<file path="src/rtl/core/bilbs_pkg.sv">
// Package for the block index lower-bound search.
// Field widths, item mode codes, the query token and state machine encodings.
package bilbs_pkg;

  localparam int KEY_W = 64;
  localparam int POS_W = 13;
  localparam int MODE_W = 2;

  localparam logic [MODE_W-1:0] MODE_APPEND = 2'd0;
  localparam logic [MODE_W-1:0] MODE_QUERY  = 2'd1;
  localparam logic [MODE_W-1:0] MODE_CLEAR  = 2'd2;

  // query token handed down the chain, one level per hop
  typedef struct packed {
    logic vld;   // token present this cycle
    logic seen;  // a non-empty level above already narrowed the block
  } qtok_t;

  typedef enum logic [1:0] {
    C_IDLE = 2'b01,
    C_SCAN = 2'b10
  } cell_st_e;

  typedef enum logic [3:0] {
    T_IDLE = 4'b0001,
    T_APP  = 4'b0010,
    T_QRY  = 4'b0100,
    T_HOLD = 4'b1000
  } top_st_e;

endpackage

</file>
<file path="src/rtl/core/bilbs_cell.sv">
// One level of the index: its key memory, fill length and block scanner.
// Depends on bilbs_pkg. Appends travel up the chain, queries travel down.
module bilbs_cell #(
  parameter int CAP   = 8,
  parameter int ORDER = 8,
  parameter int CNT_W = 13
) (
  input  logic                       clk_i,
  input  logic                       rst_ni,
  input  logic                       clear_i,
  input  logic                       app_vld_i,
  input  logic [bilbs_pkg::KEY_W-1:0] app_key_i,
  output logic                       up_vld_o,
  output logic [bilbs_pkg::KEY_W-1:0] up_key_o,
  input  logic [bilbs_pkg::KEY_W-1:0] cmp_key_i,
  input  bilbs_pkg::qtok_t           q_i,
  input  logic [CNT_W-1:0]           start_i,
  output bilbs_pkg::qtok_t           q_o,
  output logic [CNT_W-1:0]           pos_o
);
  import bilbs_pkg::*;

  localparam int MEMD  = (CAP > 0) ? CAP : 1;
  localparam int IDX_W = (MEMD > 1) ? $clog2(MEMD) : 1;
  localparam int PH_W  = $clog2(ORDER);
  localparam logic [CNT_W-1:0] CAP_C = CNT_W'(CAP);
  localparam logic [PH_W-1:0]  PH_LAST = PH_W'(ORDER - 1);

  logic [KEY_W-1:0] mem [MEMD];
  logic [KEY_W-1:0] rdata_q;
  logic [KEY_W-1:0] up_key_q;
  logic [CNT_W-1:0] len_q, ptr_q, end_q, pos_q;
  logic [PH_W-1:0]  ph_q;
  logic             up_vld_q, rd_vld_q;
  qtok_t            qo_q;
  cell_st_e         st_q;

  logic             we;
  logic [CNT_W-1:0] s_clamp, s_blk, e_blk;
  logic [CNT_W:0]   s_sum;

  assign we = app_vld_i && (len_q < CAP_C);

  // block bounds: whole level at the top, else ORDER entries from start
  always_comb begin
    s_clamp = (start_i > len_q) ? len_q : start_i;
    s_sum   = {1'b0, s_clamp} + (CNT_W+1)'(ORDER);
    s_blk   = q_i.seen ? s_clamp : '0;
    e_blk   = len_q;
    if (q_i.seen && (s_sum <= {1'b0, len_q})) begin
      e_blk = s_sum[CNT_W-1:0];
    end
  end

  always_ff @(posedge clk_i) begin
    if (we) begin
      mem[len_q[IDX_W-1:0]] <= app_key_i;
    end
    rdata_q  <= mem[ptr_q[IDX_W-1:0]];
    up_key_q <= app_key_i;
  end

  always_ff @(posedge clk_i or negedge rst_ni) begin
    if (!rst_ni) begin
      len_q    <= '0;
      ph_q     <= '0;
      up_vld_q <= 1'b0;
      rd_vld_q <= 1'b0;
      qo_q     <= '0;
      st_q     <= C_IDLE;
      ptr_q    <= '0;
      end_q    <= '0;
      pos_q    <= '0;
    end else begin
      up_vld_q <= we && (len_q != '0) && (ph_q == '0);
      if (clear_i) begin
        len_q <= '0;
        ph_q  <= '0;
      end else if (we) begin
        len_q <= len_q + 1'b1;
        ph_q  <= (ph_q == PH_LAST) ? '0 : ph_q + 1'b1;
      end
      unique case (st_q)
        C_IDLE: begin
          rd_vld_q <= 1'b0;
          if (q_i.vld && !q_i.seen && (len_q == '0)) begin
            // empty level above the top: pass through untouched
            qo_q  <= '{vld: 1'b1, seen: 1'b0};
            pos_q <= '0;
          end else begin
            qo_q <= '0;
            if (q_i.vld) begin
              ptr_q <= s_blk;
              end_q <= e_blk;
              pos_q <= s_blk;
              st_q  <= C_SCAN;
            end
          end
        end
        C_SCAN: begin
          rd_vld_q <= (ptr_q < end_q);
          if (ptr_q < end_q) begin
            ptr_q <= ptr_q + 1'b1;
          end
          if (rd_vld_q && (rdata_q < cmp_key_i)) begin
            pos_q <= pos_q + 1'b1;
          end
          if ((ptr_q == end_q) && !rd_vld_q) begin
            qo_q <= '{vld: 1'b1, seen: 1'b1};
            st_q <= C_IDLE;
          end else begin
            qo_q <= '0;
          end
        end
        default: begin
          qo_q <= '0;
          st_q <= C_IDLE;
        end
      endcase
    end
  end

  assign up_vld_o = up_vld_q;
  assign up_key_o = up_key_q;
  assign q_o      = qo_q;
  assign pos_o    = pos_q;

endmodule

</file>
<file path="config.mk">
export PLATFORM = sky130hd
export DESIGN_NAME = bilbs_cell
export DESIGN_NICKNAME = d
export VERILOG_FILES = /design/src/rtl/core/bilbs_pkg.sv /design/src/rtl/core/bilbs_cell.sv
export SDC_FILE = /design/constraint.sdc
export NUM_CORES = 1
export LEC_CHECK = 0
export BUFFER_PORTS_ARGS = -buffer_cell sky130_fd_sc_hd__buf_2
export CAP_MARGIN = 10
export CORE_ASPECT_RATIO = 0.8
export CORE_MARGIN = 4
export CORE_UTILIZATION = 55
export CTS_BUF_LIST = sky130_fd_sc_hd__clkbuf_4
export DETAILED_ROUTE_END_ITERATION = 6
export HOLD_SLACK_MARGIN = 0.06
export PLACE_DENSITY = 0.71
export SLEW_MARGIN = 10
export SYNTH_ARGS = -nofsm -noshare
export SYNTH_HDL_FRONTEND = slang
export SYNTH_SLANG_ARGS = --single-unit
</file>
<file path="constraint.sdc">
create_clock -name clk_i -period 9.51 [get_ports clk_i]
set_input_delay 0.951 -clock clk_i [delete_from_list [all_inputs] [get_ports clk_i]]
set_output_delay 0.951 -clock clk_i [all_outputs]
set_load 0.05 [all_outputs]
</file>
# Yosys cells after proc, flatten, opt, wreduce, memory -nomap -nowiden
# Memory sizes are Yosys's and may differ from the RTL's. A register that Yosys moved wholly into a read port is not among the register bits.
# Cells that the tools add are included.
# Widths: inputs -> output; s select.
totals:
  mem_count: 1
  ff_bits: 125
  ramBits: 512
  output_inout_bits: 80
  word_cells: 77
  input_bits: 147
memory_table:
  columns: ["name", "words", "width", "rd", "rd_ports_with_merged_regs", "wr", "line", "text"]
  rows:
  - ["mem", 8, 64, 1, 1, 1, "bilbs_cell.sv:29", "logic [KEY_W-1:0] mem [MEMD];"]
op_classes:
  reduce_logical: 19
  n_lt_le_gt_ge: 5
  bitwise_logic: 1
  muxes: 25
  n_addsub: 5
  eq_ne: 10
op_table:
  columns: ["operator", "count"]
  rows:
  - ["$mux 13", 10]
  - ["$lt 64x64->1", 1]
  - ["$pmux 13 s2", 2]
  - ["$add 13x1->13 const B", 3]
  - ["$add 13x4->14 const B", 1]
  - ["$le 14x13->1", 1]
  - ["$eq 13x13->1", 1]
  - ["$gt 13x13->1", 1]
  - ["$logic_not 13->1", 1]
  - ["$lt 13x13->1", 1]
  - ["$lt 13x4->1 const B", 1]
  - ["$reduce_bool 13->1", 1]
  - ["$mux 2", 5]
  - ["$ne 2x2->1 const B", 5]
  - ["$mux 3", 3]
  - ["$reduce_and 3->1", 3]
  - ["$logic_and 1x1->1", 8]
  - ["$pmux 2 s2", 2]
  - ["$reduce_and 4->1", 1]
  - ["$reduce_bool 2->1", 2]
  - ["$add 3x1->3 const B", 1]
  - ["$eq 3x3->1 const B", 1]
  - ["$logic_not 3->1", 1]
  - ["$ne 3x3->1 const B", 1]
  - ["other kinds (6)", 8]

# Logic depth before layout (Yosys ltp)
logic_depth:
  depth_word: 6
  mapped_depth: 25
  depth_no_buf: 22

# Least setup slack after synthesis
# OpenSTA, ideal clock, no wires.
synth_timing:
  path_type: "input to register"
  from: "input app_vld_i"
  to: "memory mem[0][0], enable pin"
  setup_slack_ns: 1.508
  path_buffers: 1
  t_required_ns: 8.866
  stages: 3
  arrival_ns: 7.358
  setup_time_ns: 0.644
  path_cell_list: "nand4_1 clkbuf_1 nor4_1"
synth_between:
  elab_chain_len: 3
synth_lines:
  columns: ["element", "line", "text"]
  rows:
  - ["start: declaration", "bilbs_cell.sv:11", "input logic app_vld_i,"]
  - ["$logic_and 1x1->1", "bilbs_cell.sv:42", "assign we = app_vld_i && (len_q < CAP_C);"]
  - ["$mux 1", "bilbs_cell.sv:56", "if (we) begin"]
  - ["$mux 1 (not written as such)", "bilbs_cell.sv:57", "mem[len_q[IDX_W-1:0]] <= app_key_i;"]
  - ["end: declaration", "bilbs_cell.sv:29", null]
# No other way between the ends.

# Final worst setup path
layout_timing:
  from: "register len_q[6]"
  to: "register end_q[5]"
layout_between:
  elab_chain_len: 6
  elab_cells_between_ends: 10
  cone_classes: "add/sub (1); order compare (2); mux (2); bitwise (1); reduce/logical (4)"
layout_lines:
  columns: ["element", "line", "text"]
  rows:
  - ["start: declaration", "bilbs_cell.sv:32", "logic [CNT_W-1:0] len_q, ptr_q, end_q, pos_q;"]
  - ["start signal: assignment", "bilbs_cell.sv:80", "len_q <= len_q + 1'b1;"]
  - ["$gt 13x13->1", "bilbs_cell.sv:46", "s_clamp = (start_i > len_q) ? len_q : start_i;"]
  - ["$mux 13", "bilbs_cell.sv:46", null]
  - ["$add 13x4->14", "bilbs_cell.sv:47", "s_sum = {1'b0, s_clamp} + (CNT_W+1)'(ORDER);"]
  - ["$le 14x13->1", "bilbs_cell.sv:50", "if (q_i.seen && (s_sum <= {1'b0, len_q})) begin"]
  - ["$logic_and 1x1->1", "bilbs_cell.sv:50", null]
  - ["$mux 13", "bilbs_cell.sv:50", null]
  - ["end signal: assignment", "bilbs_cell.sv:94", "end_q <= e_blk;"]
  - ["end: declaration", "bilbs_cell.sv:32", null]
# Several ways; a longest one is shown, not always the timed one.
# A chain may end at the register's enable or synchronous reset.

==> run metrics <==
Post-Place Cells 2567; # H-tree levels 4; die height ~210 um; Power Density 256.5 mW/mm^2; Worst setup startpoint len_q[6]; first-pass GRT wire length 98300 um; area delta synth->final 15.51%; status finished, final reports clean; synth top area cells edfxtp_1, mux4_2, dfxtp_1; peak supply drop 0.1599 mV; crit path DAT 7240 ps; initial core utilization a little under three fifths; initial antenna violation count 2; core area slightly above 0.05 mm^2; max_cap viols 0; final worst path period need 6372 ps; sequential area share after synthesis 68.61%; clk buf depth 3; footprint of the multi-input gates approximately 0.0083 mm^2; worst-path fanout max 15; HPWL after DPL between 30000 and 40000 um; drt via density between 5 and 6; number of I/O pins between 200 and 250; Post-synth EDFFs 512; Design Area, Final about 0.033 mm^2; asr flop ratio synth slightly below 9%; RR Startpoint len_q[6]; commonest cells in the netlist edfxtp_1, dfxtp_1, mux4_2; Worst Setup EP end_q[5]; Reg2Reg Depth 22; WL/cell about 22 um; final hold vios 0; Yosys Warn Count 0; crit share post-route between 60% and 70%; register bit total from synthesis 701; Post-Syn Area 0.02837 mm^2; Worst EP required 10380 ps; Port Buf Inserts ~230; TNS Setup 0 ps; CTS Sinks roughly 700; Root Buffer clkbuf_4; routability cong. 0.8938; reg2reg end end_q[5]; via count roughly 16k; Avg Cell Area, Syn around 17 um^2; num rows between 70 and 80; top-area cell type share of the netlist area between 50 and 60%; CTS tree done; CP Class reg -> reg; GRT Residual Overflow 0; Tot GR Track Use between 20% and 30%; critical path launch point type flip-flop; Final ANT Viol Nets 0; biggest area consumer among synthesized cells edfxtp_1; FMAX about 160 MHz; TritonCTS Buffers between 150 and 200; Cells after Synth around 1.7k; Clock Pin Slew Worst Setup and Hold Paths ~60 ps; final wirelength ~64000 um; area post-placement 0.03032 mm^2; Pleak roughly 12 nW; r2r setup slk 3140 ps; critical path endpoint category flip-flop; final setup fails 0; Fin Clk Skew about 74 ps; drt drc 0; RSZ-0062 raised after global routing no; worst hold margin roughly 130 ps; Post-synth top flop edfxtp_1; Worst-Skew Late Latency a little over 1000 ps; post-CTS sizing 0; relative slew slack a little over a fifth; synth unique cells a little under 80; most numerous cell in the Yosys netlist edfxtp_1; initial detailed-routing violation count about 1.2k; drt pass-1 iters 5; Hold Path Class in -> async; Pwr Total ~8.4 mW; register area between 0.015 and 0.02 mm^2; Die Area between 0.05 and 0.06 mm^2; vias in the first global route 17.32k; layout cells sized above 1 34.49%; die extent in x 261.9 um; fill count 3725; fin cells between 2k and 3k; nets@finish ~2.3k; Pins Over Slew Limit 0; pin count of the biggest net entering global routing ~110; Net Count, Synth a little under 2k; Worst-Margin Slew 1187 ps
## worst max-delay path, stage by stage (launching register included)
cell       delay, ps
dfrtp_1          520
inv_1            160
ha_1             320
a21oi_1          120
o21ai_0          130
nor2b_1          230
o31ai_4          850
mux2_2           360
ha_1             240
and3_1           240
nand3_1          130
or2_2            350
and2_1           160
o21ai_1          180
nand2_1           80
ha_1             300
nand4_1           80
nor2_1            80
o31a_1           150
o41ai_4          450
o2111ai_2        520
a41o_1           390
a31o_2           200
## routing by layer
layer  part of all wire, %  track usage, %  vias to the layer above  wire length [um]
met5                     0               0                        -                 0
met4                   2.9           9.811                        0              1880
met3                   6.6           5.777                      127              4216
met2                    48           36.80                      558             30340
met1                    43           32.67                     8257             27390
li1                      -               -                     7519                 -
## power breakdown
part	switching [mW]	internal, mW
clock network	1.18	1.34
logic	1.11	0.962
registers	0.237	3.57
total	2.53	5.88
## flip-flops by register name, summed over array words and instances, names as in the netlist
signal    cells
mem         512
rdata_q      64
up_key_o     64
end_q        13
len_q        13
pos_o        13
ptr_q        13
ph_q          3
q_o           2
st_q          2
rd_vld_q      1
up_vld_o      1
## area by class of cell
type	instances	share of cell area, %
Timing Repair Buffer	258	4.322
Sequential cell	701	59.44
Clock inverter	56	0.9431
Tap cell	684	2.612
Clock buffer	266	6.094
Antenna cell	6	0.04582
Multi-Input combinational cell	826	25.27
Inverter	111	1.272
## cells by family after synthesis
| group | synth area share [%] |
|---|---|
| xor+xnor | 0.4322 |
| flops | 68.61 |
| buf+inv | 2.391 |
| simple gates | 5.187 |
| mux | 13.38 |
| compound gates | 5.059 |
| fa+ha+maj | 4.940 |
## timing repair
action,in CTS,in global routing
endpoints found under the hold margin,13,0
setup buffers,0,0
hold buffers,13,0
## layout by cell type, fill, tap and decap left out, drive strengths merged, types with 48 or more instances in the layout
cell type    n
nand3       49
clkinv      48
nand2       70
mux2        72
nor2        60
edfxtp     512
inv        114
dfrtp       60
ha         112
clkbuf     266
mux4       128
dfxtp      128
buf        245
## worst min-delay path by stage
stage              endpoint  slack [ps]
5_1_grt        up_key_o[28]          70
4_1_cts            len_q[8]          60
3_3_place_gp        st_q[0]         480
2_1_floorplan      up_vld_o         440
3_5_place_dp       up_vld_o         480
6_report           len_q[8]         130
## metrics by stage
stage	worst slack [ps]	utilization, %
floorplan	1508	-
global placement	2854	59.43
detailed placement	2777	59.43
CTS	3233	64.20
global route	2709	64.22
finish	3138	64.23
Note: power is estimated with default switching activity, not from simulation.
